File: config.mk
export PLATFORM = sky130hd
export DESIGN_NAME = packbits_line_encoder
export DESIGN_NICKNAME = d
export VERILOG_FILES = /design/src/rtl/pbe_pkg.sv /design/src/rtl/pbe_front.sv /design/src/rtl/pbe_cmd_fifo.sv /design/src/rtl/pbe_back.sv /design/src/rtl/packbits_line_encoder.sv
export SDC_FILE = /design/constraint.sdc
export NUM_CORES = 2
export LEC_CHECK = 0
export BUFFER_PORTS_ARGS = -buffer_cell sky130_fd_sc_hd__buf_2
export CAP_MARGIN = 25
export CELL_PAD_IN_SITES_DETAIL_PLACEMENT = 1
export CELL_PAD_IN_SITES_GLOBAL_PLACEMENT = 2
export CORE_MARGIN = 2
export CORE_UTILIZATION = 40
export CTS_CLUSTER_DIAMETER = 150
export DETAILED_ROUTE_END_ITERATION = 16
export PLACE_DENSITY = 0.7
export SLEW_MARGIN = 10
export SYNTH_ARGS = -nofsm -noshare
export SYNTH_HDL_FRONTEND = slang
export SYNTH_SLANG_ARGS = --single-unit
File: constraint.sdc
create_clock -name clk -period 5.9 [get_ports clk]
set_clock_uncertainty 0.05 [all_clocks]
set_input_delay 0.59 -clock clk [delete_from_list [all_inputs] [get_ports clk]]
set_output_delay 0.59 -clock clk [all_outputs]
set_load 0.1 [all_outputs]
File: src/rtl/pbe_pkg.sv
package pbe_pkg;

  localparam int MAX_PACKET = 128;
  localparam int MAX_LINE   = 4096;
  localparam int LEN_W      = 8;
  localparam int LINE_CNT_W = $clog2(MAX_LINE);
  localparam int TOTAL_W    = 13;
  localparam int RING_AW    = 8;
  localparam int RING_DEPTH = 1 << RING_AW;
  localparam int Q_AW       = 3;
  localparam int Q_DEPTH    = 1 << Q_AW;
  localparam int MAX_CMDS   = 3;
  localparam int LANE_AW    = 3;
  localparam int WORD_W     = 64;
  localparam int CNT_W      = 4;
  localparam int DATA_W     = 88;

  typedef enum logic {
    PK_REPEAT,
    PK_LITERAL
  } pkt_kind_t;

  typedef enum logic [1:0] {
    FS_EMPTY,
    FS_RUN,
    FS_LIT
  } front_state_t;

  typedef enum logic [1:0] {
    BS_IDLE,
    BS_REP_VAL,
    BS_LIT
  } back_state_t;

  typedef struct packed {
    pkt_kind_t          kind;
    logic [LEN_W-1:0]   len;
    logic [7:0]         value;
    logic               step_end;
    logic               line_end;
  } cmd_t;

  typedef struct packed {
    logic [1:0]                 count;
    cmd_t [MAX_CMDS-1:0]        cmd;
  } push_t;

  typedef struct packed {
    logic       en;
    logic [7:0] data;
  } ring_wr_t;

  function automatic cmd_t make_cmd(pkt_kind_t k, logic [LEN_W-1:0] len, logic [7:0] v);
    cmd_t c;
    c.kind     = k;
    c.len      = len;
    c.value    = v;
    c.step_end = 1'b0;
    c.line_end = 1'b0;
    return c;
  endfunction

endpackage

File: src/rtl/pbe_front.sv
module pbe_front (
  input  logic              clk,
  input  logic              rst,
  input  logic              in_valid,
  output logic              in_ready,
  input  logic [7:0]        in_byte,
  input  logic              in_last,
  input  logic              q_room,
  input  logic              ring_full,
  output pbe_pkg::push_t    push,
  output pbe_pkg::ring_wr_t ring_wr
);

  pbe_pkg::front_state_t                state, state_next;
  logic [7:0]                           run_val, run_val_next;
  logic [pbe_pkg::LEN_W-1:0]            run_len, run_len_next;
  logic [pbe_pkg::LEN_W-1:0]            lit_cnt, lit_cnt_next;
  logic [7:0]                           p1, p1_next, p2, p2_next;
  logic [pbe_pkg::LINE_CNT_W-1:0]       in_count, in_count_next;
  logic                                 accept, last;

  assign in_ready     = q_room && !ring_full;
  assign accept       = in_valid && in_ready;
  assign ring_wr.en   = accept;
  assign ring_wr.data = in_byte;

  always_ff @(posedge clk) begin
    if (rst) begin
      state    <= pbe_pkg::FS_EMPTY;
      run_len  <= '0;
      lit_cnt  <= '0;
      in_count <= '0;
    end else begin
      state    <= state_next;
      run_len  <= run_len_next;
      lit_cnt  <= lit_cnt_next;
      in_count <= in_count_next;
    end
    run_val <= run_val_next;
    p1      <= p1_next;
    p2      <= p2_next;
  end

  always_comb begin
    state_next    = state;
    run_val_next  = run_val;
    run_len_next  = run_len;
    lit_cnt_next  = lit_cnt;
    p1_next       = p1;
    p2_next       = p2;
    in_count_next = in_count;
    push          = '0;
    last          = in_last ||
                    (in_count == pbe_pkg::LINE_CNT_W'(pbe_pkg::MAX_LINE - 1));
    if (accept) begin
      in_count_next = last ? '0 : in_count + 1'b1;
      case (state)
        pbe_pkg::FS_EMPTY: begin
          if (last) begin
            push.cmd[0] = pbe_pkg::make_cmd(pbe_pkg::PK_LITERAL, 8'd1, in_byte);
            push.count  = 2'd1;
          end else begin
            state_next   = pbe_pkg::FS_RUN;
            run_val_next = in_byte;
            run_len_next = 8'd1;
          end
        end
        pbe_pkg::FS_RUN: begin
          if (in_byte == run_val) begin
            if (last || run_len == pbe_pkg::LEN_W'(pbe_pkg::MAX_PACKET - 1)) begin
              push.cmd[0] = pbe_pkg::make_cmd(pbe_pkg::PK_REPEAT, run_len + 8'd1, run_val);
              push.count  = 2'd1;
              state_next  = pbe_pkg::FS_EMPTY;
            end else begin
              run_len_next = run_len + 8'd1;
            end
          end else if (run_len >= 8'd2) begin
            push.cmd[0] = pbe_pkg::make_cmd(pbe_pkg::PK_REPEAT, run_len, run_val);
            push.count  = 2'd1;
            if (last) begin
              push.cmd[1] = pbe_pkg::make_cmd(pbe_pkg::PK_LITERAL, 8'd1, in_byte);
              push.count  = 2'd2;
              state_next  = pbe_pkg::FS_EMPTY;
            end else begin
              run_val_next = in_byte;
              run_len_next = 8'd1;
            end
          end else begin
            if (last) begin
              push.cmd[0] = pbe_pkg::make_cmd(pbe_pkg::PK_LITERAL, 8'd1, run_val);
              push.cmd[1] = pbe_pkg::make_cmd(pbe_pkg::PK_LITERAL, 8'd1, in_byte);
              push.count  = 2'd2;
              state_next  = pbe_pkg::FS_EMPTY;
            end else begin
              state_next   = pbe_pkg::FS_LIT;
              lit_cnt_next = 8'd2;
              p2_next      = run_val;
              p1_next      = in_byte;
            end
          end
        end
        pbe_pkg::FS_LIT: begin
          if (p1 == in_byte && p2 == in_byte) begin
            push.cmd[0] = pbe_pkg::make_cmd(pbe_pkg::PK_LITERAL, lit_cnt - 8'd2, in_byte);
            push.count  = 2'd1;
            if (last) begin
              push.cmd[1] = pbe_pkg::make_cmd(pbe_pkg::PK_REPEAT, 8'd3, in_byte);
              push.count  = 2'd2;
              state_next  = pbe_pkg::FS_EMPTY;
            end else begin
              state_next   = pbe_pkg::FS_RUN;
              run_val_next = in_byte;
              run_len_next = 8'd3;
            end
          end else if (lit_cnt == pbe_pkg::LEN_W'(pbe_pkg::MAX_PACKET + 1)) begin
            push.cmd[0] = pbe_pkg::make_cmd(pbe_pkg::PK_LITERAL,
                                            pbe_pkg::LEN_W'(pbe_pkg::MAX_PACKET), in_byte);
            push.count  = 2'd1;
            if (p1 == in_byte) begin
              if (last) begin
                push.cmd[1] = pbe_pkg::make_cmd(pbe_pkg::PK_REPEAT, 8'd2, in_byte);
                push.count  = 2'd2;
                state_next  = pbe_pkg::FS_EMPTY;
              end else begin
                state_next   = pbe_pkg::FS_RUN;
                run_val_next = in_byte;
                run_len_next = 8'd2;
              end
            end else if (last) begin
              push.cmd[1] = pbe_pkg::make_cmd(pbe_pkg::PK_LITERAL, 8'd1, p1);
              push.cmd[2] = pbe_pkg::make_cmd(pbe_pkg::PK_LITERAL, 8'd1, in_byte);
              push.count  = 2'd3;
              state_next  = pbe_pkg::FS_EMPTY;
            end else begin
              lit_cnt_next = 8'd2;
              p2_next      = p1;
              p1_next      = in_byte;
            end
          end else if (last) begin
            push.cmd[0] = pbe_pkg::make_cmd(pbe_pkg::PK_LITERAL, lit_cnt, in_byte);
            push.cmd[1] = pbe_pkg::make_cmd(pbe_pkg::PK_LITERAL, 8'd1, in_byte);
            push.count  = 2'd2;
            state_next  = pbe_pkg::FS_EMPTY;
          end else begin
            lit_cnt_next = lit_cnt + 8'd1;
            p2_next      = p1;
            p1_next      = in_byte;
          end
        end
        default: begin
          state_next = pbe_pkg::FS_EMPTY;
        end
      endcase
      for (int i = 0; i < pbe_pkg::MAX_CMDS; i++) begin
        if (2'(i + 1) == push.count) begin
          push.cmd[i].step_end = 1'b1;
          push.cmd[i].line_end = last;
        end
      end
    end
  end

endmodule

File: src/rtl/pbe_cmd_fifo.sv
module pbe_cmd_fifo (
  input  logic           clk,
  input  logic           rst,
  input  pbe_pkg::push_t push,
  input  logic           pop,
  output pbe_pkg::cmd_t  head,
  output logic           empty,
  output logic           room
);

  pbe_pkg::cmd_t               mem [pbe_pkg::Q_DEPTH];
  logic [pbe_pkg::Q_AW-1:0]    wr_ptr, rd_ptr;
  logic [pbe_pkg::Q_AW:0]      count;

  assign head  = mem[rd_ptr];
  assign empty = (count == '0);
  assign room  = (count <= (pbe_pkg::Q_AW + 1)'(pbe_pkg::Q_DEPTH - pbe_pkg::MAX_CMDS));

  always_ff @(posedge clk) begin
    if (rst) begin
      wr_ptr <= '0;
      rd_ptr <= '0;
      count  <= '0;
    end else begin
      wr_ptr <= wr_ptr + pbe_pkg::Q_AW'(push.count);
      rd_ptr <= rd_ptr + pbe_pkg::Q_AW'(pop);
      count  <= count + (pbe_pkg::Q_AW + 1)'(push.count) - (pbe_pkg::Q_AW + 1)'(pop);
    end
  end

  always_ff @(posedge clk) begin
    logic [pbe_pkg::Q_AW-1:0] offs;
    for (int i = 0; i < pbe_pkg::Q_DEPTH; i++) begin
      offs = pbe_pkg::Q_AW'(i) - wr_ptr;
      if (offs < pbe_pkg::Q_AW'(push.count)) begin
        mem[i] <= push.cmd[offs[1:0]];
      end
    end
  end

  assert property (@(posedge clk) disable iff (rst) pop |-> !empty)
    else $error("command queue popped while empty");
  assert property (@(posedge clk) disable iff (rst) (push.count != 2'd0) |-> room)
    else $error("command queue pushed without room");

endmodule

File: src/rtl/pbe_back.sv
module pbe_back (
  input  logic                          clk,
  input  logic                          rst,
  input  pbe_pkg::ring_wr_t             ring_wr,
  output logic                          ring_full,
  input  pbe_pkg::cmd_t                 head,
  input  logic                          empty,
  output logic                          pop,
  output logic                          out_valid,
  input  logic                          out_ready,
  output logic [pbe_pkg::WORD_W-1:0]    out_word,
  output logic [pbe_pkg::CNT_W-1:0]     out_count,
  output logic                          out_last,
  output logic [pbe_pkg::TOTAL_W-1:0]   line_length
);

  logic [7:0]                       ring [pbe_pkg::RING_DEPTH];
  logic [7:0]                       rd_data;
  logic [pbe_pkg::RING_AW-1:0]      wr_ptr, rd_ptr, rd_ptr_next;
  logic [pbe_pkg::RING_AW:0]        used, freed;
  pbe_pkg::back_state_t             state, state_next;
  logic [pbe_pkg::LEN_W-1:0]        lit_left, lit_left_next;
  logic [pbe_pkg::WORD_W-1:0]       acc, word_in;
  logic [pbe_pkg::LANE_AW-1:0]      acc_cnt;
  logic [pbe_pkg::TOTAL_W-1:0]      total, total_inc;
  logic                             can_emit, byte_v, byte_fin, byte_line, flush;
  logic [7:0]                       byte_d;

  assign ring_full = (used == (pbe_pkg::RING_AW + 1)'(pbe_pkg::RING_DEPTH));
  assign can_emit  = !out_valid || out_ready;

  always_ff @(posedge clk) begin
    if (ring_wr.en) begin
      ring[wr_ptr] <= ring_wr.data;
    end
    rd_data <= ring[rd_ptr_next];
  end

  always_comb begin
    state_next    = state;
    lit_left_next = lit_left;
    rd_ptr_next   = rd_ptr;
    freed         = '0;
    pop           = 1'b0;
    byte_v        = 1'b0;
    byte_d        = '0;
    byte_fin      = 1'b0;
    byte_line     = 1'b0;
    case (state)
      pbe_pkg::BS_IDLE: begin
        if (!empty && can_emit) begin
          byte_v        = 1'b1;
          lit_left_next = head.len;
          if (head.kind == pbe_pkg::PK_REPEAT) begin
            byte_d     = 8'd1 - head.len;
            state_next = pbe_pkg::BS_REP_VAL;
          end else begin
            byte_d     = head.len - 8'd1;
            state_next = pbe_pkg::BS_LIT;
          end
        end
      end
      pbe_pkg::BS_REP_VAL: begin
        if (can_emit) begin
          byte_v      = 1'b1;
          byte_d      = head.value;
          byte_fin    = head.step_end;
          byte_line   = head.step_end && head.line_end;
          pop         = 1'b1;
          rd_ptr_next = rd_ptr + pbe_pkg::RING_AW'(head.len);
          freed       = (pbe_pkg::RING_AW + 1)'(head.len);
          state_next  = pbe_pkg::BS_IDLE;
        end
      end
      pbe_pkg::BS_LIT: begin
        if (can_emit) begin
          byte_v        = 1'b1;
          byte_d        = rd_data;
          rd_ptr_next   = rd_ptr + 1'b1;
          freed         = 9'd1;
          lit_left_next = lit_left - 8'd1;
          if (lit_left == 8'd1) begin
            byte_fin   = head.step_end;
            byte_line  = head.step_end && head.line_end;
            pop        = 1'b1;
            state_next = pbe_pkg::BS_IDLE;
          end
        end
      end
      default: begin
        state_next = pbe_pkg::BS_IDLE;
      end
    endcase
  end

  assign word_in   = acc | (pbe_pkg::WORD_W'(byte_d) << {acc_cnt, 3'b000});
  assign flush     = byte_v && (acc_cnt == 3'd7 || byte_fin);
  assign total_inc = (total == {pbe_pkg::TOTAL_W{1'b1}}) ? total : total + 1'b1;

  always_ff @(posedge clk) begin
    if (rst) begin
      state     <= pbe_pkg::BS_IDLE;
      lit_left  <= '0;
      wr_ptr    <= '0;
      rd_ptr    <= '0;
      used      <= '0;
      acc       <= '0;
      acc_cnt   <= '0;
      total     <= '0;
      out_valid <= 1'b0;
    end else begin
      state    <= state_next;
      lit_left <= lit_left_next;
      wr_ptr   <= wr_ptr + pbe_pkg::RING_AW'(ring_wr.en);
      rd_ptr   <= rd_ptr_next;
      used     <= used + (pbe_pkg::RING_AW + 1)'(ring_wr.en) - freed;
      if (flush) begin
        out_valid <= 1'b1;
        acc       <= '0;
        acc_cnt   <= '0;
        total     <= byte_line ? '0 : total_inc;
      end else begin
        if (out_ready) begin
          out_valid <= 1'b0;
        end
        if (byte_v) begin
          acc     <= word_in;
          acc_cnt <= acc_cnt + 1'b1;
          total   <= total_inc;
        end
      end
    end
  end

  always_ff @(posedge clk) begin
    if (flush) begin
      out_word    <= word_in;
      out_count   <= {1'b0, acc_cnt} + 4'd1;
      out_last    <= byte_line;
      line_length <= byte_line ? total_inc : '0;
    end
  end

  assert property (@(posedge clk) disable iff (rst) (state == pbe_pkg::BS_LIT) |-> !empty)
    else $error("literal in progress without a queued command");
  assert property (@(posedge clk) disable iff (rst) !(freed > used))
    else $error("ring released more bytes than it holds");
  assert property (@(posedge clk) disable iff (rst)
                   (out_valid && out_last) |-> (line_length != '0))
    else $error("final word with zero line length");

endmodule

File: src/rtl/packbits_line_encoder.sv
// The back end takes a packet's header from the registered command queue once the byte that
// settles it is accepted, then one encoded byte per cycle while the output is not stalled;
// a word is presented on the cycle after its eighth byte or the end of a request.
// Throughput: one input byte per cycle while the 256-byte ring has space and the 8-entry
// command queue has three free slots; output gives one encoded byte per cycle unless stalled.
// Reset: synchronous, active high; clears all control state, ring contents stay undefined.
module packbits_line_encoder (
  input  logic                        clk,
  input  logic                        rst,
  input  logic                        s_axis_tvalid,
  output logic                        s_axis_tready,
  input  logic [7:0]                  s_axis_tdata,  // in_byte
  input  logic                        s_axis_tlast,  // in_last
  output logic                        m_axis_tvalid,
  input  logic                        m_axis_tready,
  output logic [pbe_pkg::DATA_W-1:0]  m_axis_tdata,  // out_word, out_count, line_length
  output logic                        m_axis_tlast   // out_last
);

  pbe_pkg::push_t                   push;
  pbe_pkg::ring_wr_t                ring_wr;
  pbe_pkg::cmd_t                    head;
  logic                             empty, pop, room, ring_full;
  logic [pbe_pkg::WORD_W-1:0]       out_word;
  logic [pbe_pkg::CNT_W-1:0]        out_count;
  logic [pbe_pkg::TOTAL_W-1:0]      line_length;

  pbe_front u_front (
    .clk       (clk),
    .rst       (rst),
    .in_valid  (s_axis_tvalid),
    .in_ready  (s_axis_tready),
    .in_byte   (s_axis_tdata),
    .in_last   (s_axis_tlast),
    .q_room    (room),
    .ring_full (ring_full),
    .push      (push),
    .ring_wr   (ring_wr)
  );

  pbe_cmd_fifo u_fifo (
    .clk   (clk),
    .rst   (rst),
    .push  (push),
    .pop   (pop),
    .head  (head),
    .empty (empty),
    .room  (room)
  );

  pbe_back u_back (
    .clk         (clk),
    .rst         (rst),
    .ring_wr     (ring_wr),
    .ring_full   (ring_full),
    .head        (head),
    .empty       (empty),
    .pop         (pop),
    .out_valid   (m_axis_tvalid),
    .out_ready   (m_axis_tready),
    .out_word    (out_word),
    .out_count   (out_count),
    .out_last    (m_axis_tlast),
    .line_length (line_length)
  );

  assign m_axis_tdata = {7'b0, line_length, out_count, out_word};

endmodule
### After elaboration in Yosys (flattened, before gate mapping)

Memories as Yosys holds them, arrays and structs flattened. A register that Yosys moved wholly into a read port is not among the register bits.
Cells that the tools add are included.

* add/sub/neg operators: 27
* $lt $le $gt $ge: 18
* equal/unequal tests: 35
* shift-type cells: 1
* mux-type cells: 170
* bitwise operators: 1
* reduce and logical (&&, ||, !) cells: 34

Operators by type and width (number)
* $mux 19: 19
* $mux 8: 44
* $bmux 19 s2: 8
* $mux 38: 5
* $pmux 8 s2: 5
* $pmux 8 s3: 3
* $or 64x64->64: 1
* $shl 8x6->64: 1
* $mux 59: 1
* $pmux 19 s3: 1
* $reduce_or 19->1: 3
* $mux 13: 4
* $mux 2: 25
* $mux 40: 1
* $pmux 19 s2: 1
* $mux 1: 37
* $mux 12: 3
* $add 8x1->8 const B: 3
* $eq 8x8->1: 3
* $lt 2x3->1 const B: 8
* $lt 3x2->1: 8
* $reduce_and 7->1: 3
* $mux 18: 1
* $pmux 2 s3: 3
* 49 further kinds: 95

* bits in registers: 262
* bits in writable memories: 2200
* bits of input ports: 13
* output and inout port bits: 91
* word-level logic and storage cells: 311
* memories: 2

Memories
* u_back.ring: words 256, bits a word 8, rd ports 1, clocked after memory_dff 1, write ports 1, RTL line pbe_back.sv:17 `logic [7:0] ring [pbe_pkg::RING_DEPTH];`
* u_fifo.mem: words 8, bits a word 19, rd ports 1, clocked after memory_dff 1, write ports 5, RTL line pbe_cmd_fifo.sv:11 `pbe_pkg::cmd_t mem [pbe_pkg::Q_DEPTH];`

### Logic depth before layout (Yosys ltp)

* depth in word-level cells: 16
* gate-level depth with buffers: 21
* gate-level depth less buffers: 17

### By module

A second synthesis with hierarchy kept.

* cell total of the unflattened synthesis: 8240
* area, all modules: 104403.9 um^2

By module, submodules not included
* pbe_back: instances 1, cells each 7198, area an instance 92180.9 um^2, seq. area each 66443.7 um^2
* pbe_cmd_fifo: instances 1, cells each 542, area an instance 8131.5 um^2, seq. area each 4764.6 um^2
* pbe_front: instances 1, cells each 492, area an instance 4035.1 um^2, seq. area each 1321.3 um^2
* packbits_line_encoder: instances 1, cells each 8, area an instance 56.3 um^2, seq. area each 0.0 um^2

### Worst setup path before layout

No wires, ideal clock.

* path kind: reg-to-reg
* start point: register u_fifo.count[3] in the netlist's numbering
* end point: memory u_fifo.mem[7][0] in the netlist's numbering (enable)
* setup time: 0.423 ns
* data arrival time: 6.506 ns
* data required time: 5.427 ns
* setup slack: -1.079 ns
* cell stages (with the launch flop): 12
* path buffers: 1
* period minus slack after synthesis: 6.979 ns
* cell sequence: dfxtp_1 > inv_1 > ha_1 > a221oi_1 > nand2_1 > inv_2 > nand2b_1 > clkbuf_1 > or2_2 > ha_1 > nor2b_1 > nor3b_1

RTL lines
* start: declaration: RTL line pbe_cmd_fifo.sv:13 `logic [pbe_pkg::Q_AW:0] count;`
* start signal: assignment: RTL line pbe_cmd_fifo.sv:27 `count <= count + (pbe_pkg::Q_AW + 1)'(push.count) - (pbe_pkg::Q_AW + 1)'(pop);`
* end: declaration: RTL line pbe_cmd_fifo.sv:11

==> impl_metrics.yaml <==
status:
  outcome: "complete, no violations"
sta:
  timing.hold.ws_ns: 0.0264
  final_max_slew_viol_count: 0
  max-slew-margin-rel_pct: 22.3
  worst_pin_slew_ns: 1.16
  fin_crit_ns: 5.71
  rsz0062_at_grt: "false"
  hold_violations: 0
  setup_slack_ns: 0.189
  fin_crit_sh_pct: 96.8
  max_freq_mhz: 175
  setup_viol: 0
floorplan:
  start_util_pct: 40.3
  die_width_um: 510
  die_y_um: 510
  core_area_sq_mm: 0.255
  io_pins: 104
  rows: 185
  die_area_sq_mm: 0.261
finish:
  final_cell_mix: "2306 x edfxtp_1, 1667 x nand2_1, 684 x nand3_1, 511 x nor2_1, 371 x buf_4"
  stdcell_count: 11800
  syn_to_final_growth_pct: 15.7
  final_layout_size_suffix_gt1_share_pct: 13.3
  nNetsFinal: 8269
  final_common_cell: "edfxtp_1"
  fin_util_pct: 46.6
global_routing:
  antenna_found_initial: 22
  grt_pass1_vias: 70400
  grt_first_pass_wirelength_um: 531000
  grt_max_degree: 165
  gr-total-overflow: 0
  grt.total_usage_pct: 28.4
yosys:
  synth_compound_area_share_pct: 7.76
  synthAdderAreaFrac_pct: 0.907
  synthCells: 7861
  synth-warning-count: 0
  ys_ff_latch: 2470
  synth_top_family_by_area: "simple AND/OR/NAND/NOR gates"
  yosys.area_share.xor_xnor_pct: 0.700
  synthArstFlopShare_pct: 0
  synth_area_per_cell_sq_um: 13.1
  synth-edff-count: 2306
  synth_mux_area_share_pct: 3.61
  synth_simple_gate_area_share_pct: 13.5
  ys_seq_area_share_pct: 70.7
  ys.flop_type: "edfxtp_1"
  synth.cell_area_sq_mm: 0.103
  synth_cell_types: 91
worst_setup_path:
  worst-path-buf-inv: 3
  startpoint_type: "flip-flop"
  setup.worst_path.class: "reg2reg"
  cp_slowest_stage_delay_ns: 0.89
  worstPathMaxFanout: 30
  crit_cells: 17
  r2r-start: "u_fifo.rd_ptr[0]$_SDFF_PP0_"
  critPathTopFamily: "compound AO/OA/AOI/OAI gates"
  crit_chain: "mux4_2 > mux2i_1 > inv_1 > ha_1 > fa_1 > xnor2_1 > or3_1 > o221a_4 > buf_12 > buf_12 > a211oi_1 > a311oi_1 > a31oi_1 > o21ai_0 > o22ai_1 > o31a_1 > nor4_1"
  rr_endpoint: "u_back.rd_data[1]$_DFF_P_"
  reg2reg_depth: 17
  required_ns: 6.70
  regToRegSetupSlack_ns: 0.19
  slowest_stage: "o21ai_0"
  cp_data_arrival_time_ns: 6.51
  crit_path_end_kind: "flip-flop"
  cpMostUsedCell: "buf_12"
route:
  routed_wl_um: 376000
  vias_per_cell: 6.01
  initialDrtViolationCount: 8046
  drc: 0
  wl_per_cell_um: 32.0
  vias: 70700
  ant_nets: 0
  drt_pass1_iterations: 5
run:
  max_cap_violations: 0
place:
  place_congestion: 0.950
  dpl.cell_count: 11200
  portBuffers: 96
  hpwl_um: 245000
  dp_slack_ns: -0.0322
pwr:
  switching_share_pct: 34.3
  power_frac_seq_pct: 38.9
  total_power_mw: 51.5
  ir_drop_mv: 0.412
  intPower_mw: 33.8
  p_sw_mw: 17.6
  cellLeakagePower_nw: 42.1
  power.share.clock_pct: 33.4
  p_comb_share_pct: 27.7
  powerDensity_mw_per_mm2: 434
worst_hold_path:
  min_path_cells: 1
  min_path_type: "in2reg"
  min_to: "u_front.run_val[1]$_DFFE_PP_"
  min_from: "s_axis_tdata[1]"
cts:
  clock_sinks: 2470
  cts_tree: "built"
  cts_htree_levels: 5
  ctsLongestPathBuffers: 4
  insertion_delay_ns: 0.94
  clk_pin_slew_ns: 0.07
  root_buffer: "clkbuf_16"
  numCtsBuffers: 291
==> metrics by stage <==
step | instance area (sq um) | TNS (ns)
final | 119000 | 0
after global routing | 119000 | 0
after global placement | 109000 | -0.320
after detailed placement | 110000 | -0.0322
after CTS | 118000 | 0
after floorplan | 103000 | 0
==> cells in the mapped netlist (6+ instances only) <==
| master | instances | area [sq um] |
|---|---|---|
| a2111oi_0 | 49 | 429 |
| a211oi_1 | 88 | 661 |
| a21o_1 | 81 | 608 |
| a21oi_1 | 162 | 811 |
| a221oi_1 | 34 | 298 |
| a22oi_1 | 47 | 353 |
| a311o_1 | 13 | 130 |
| a311oi_1 | 146 | 1280 |
| a31oi_1 | 107 | 669 |
| a32oi_1 | 58 | 508 |
| and2_1 | 6 | 37.5 |
| and3_1 | 104 | 651 |
| and4_1 | 7 | 61.3 |
| buf_1 | 57 | 214 |
| buf_2 | 267 | 1340 |
| buf_4 | 26 | 195 |
| clkbuf_1 | 195 | 732 |
| dfxtp_1 | 164 | 3280 |
| edfxtp_1 | 2306 | 69200 |
| ha_1 | 68 | 851 |
| inv_1 | 87 | 327 |
| mux2_2 | 28 | 315 |
| mux2i_1 | 186 | 1860 |
| mux4_2 | 67 | 1510 |
| nand2_1 | 1674 | 6280 |
| nand3_1 | 689 | 3450 |
| nand3b_1 | 8 | 60.1 |
| nand4_1 | 78 | 488 |
| nor2_1 | 523 | 1960 |
| nor2b_1 | 22 | 138 |
| nor3_1 | 54 | 270 |
| nor3b_1 | 9 | 67.6 |
| nor4_1 | 14 | 87.6 |
| o2111ai_1 | 7 | 61.3 |
| o211a_1 | 67 | 671 |
| o211ai_1 | 12 | 90.1 |
| o21a_1 | 6 | 45.0 |
| o21ai_0 | 116 | 581 |
| o221ai_1 | 7 | 61.3 |
| o22ai_1 | 20 | 125 |
| or3_1 | 13 | 81.3 |
| xnor2_1 | 59 | 517 |
| xor2_1 | 23 | 201 |
==> power groups by stage <==
stage / Sequential, mW / Clock [mW] / Combinational, mW
2_1_floorplan: 20.7 / 0 / 7.04
3_3_place_gp: 20.4 / 0 / 13.8
3_5_place_dp: 20.4 / 0 / 14.0
4_1_cts: 20.0 / 17.4 / 14.1
5_1_grt: 20.0 / 18.0 / 14.9
6_report: 20.0 / 17.2 / 14.3
==> how the worst max path moves through the flow <==
stage / startpoint / endpoint / slack, ns
after detailed placement: u_fifo.rd_ptr[0]$_SDFF_PP0_ / u_back.rd_data[4]$_DFF_P_ / -0.03
after CTS: u_fifo.rd_ptr[0]$_SDFF_PP0_ / u_back.rd_data[4]$_DFF_P_ / 0.02
after floorplan: u_fifo.count[3]$_SDFF_PP0_ / u_fifo.mem[7][0]$_DFFE_PN_ / 0.15
after global routing: u_fifo.rd_ptr[0]$_SDFF_PP0_ / u_back.rd_data[4]$_DFF_P_ / 0.006
after global placement: u_fifo.rd_ptr[0]$_SDFF_PP0_ / u_back.rd_data[1]$_DFF_P_ / -0.15
final: u_fifo.rd_ptr[0]$_SDFF_PP0_ / u_back.rd_data[1]$_DFF_P_ / 0.19
==> metal layers <==
| layer | wire length [um] | vias up | share of wire, % | global-route usage, % |
|---|---|---|---|---|
| li1 | - | 30100 | - | - |
| met1 | 159000 | 37000 | 42 | 39.6 |
| met2 | 172000 | 2912 | 46 | 43.9 |
| met5 | 27 | - | 0.0072 | 0 |
| met3 | 30200 | 682 | 8.0 | 5.37 |
| met4 | 15500 | 4 | 4.1 | 10.9 |
==> layout make-up <==
| class | instances | area, sq um |
|---|---|---|
| fillers | 25600 | 136000 |
| flip-flops and latches | 2470 | 72500 |
| multi-input cells | 4759 | 27600 |
| clock buffers | 364 | 7750 |
| repair buffers | 572 | 5170 |
| well taps | 3366 | 4210 |
| clock inverters | 126 | 1090 |
| inverters | 90 | 338 |
| diodes | 8 | 20.0 |
==> registers in the layout, indices dropped and copies added (netlist names), 9 cells and up <==
register / flops
u_back.total: 13
u_front.in_count: 12
u_back.used: 9
u_back.out_word: 64
u_back.acc: 64
u_fifo.mem: 152
u_back.line_length: 13
u_back.ring: 2048
==> repair_timing <==
item	CTS	global route
gates resized for setup	1	5
hold buffers	5	0
buffers inserted	0	3
endpoints found under the setup margin	1	5
hold endpoints to repair	41	0
==> cell families (layout without fill, tap and decap cells) <==
kind of cell | Yosys count | after routing
and+or+nand+nor | 3232 | 3232
DFF | 2470 | 2470
AOI/OAI and AO/OA | 1084 | 1084
buffers and inverters | 638 | 1152
muxes | 282 | 282
xor gates and xnor gates | 82 | 82
adders and majority gates | 72 | 72
other | 1 | 15
(Power assumes the default switching activity.)
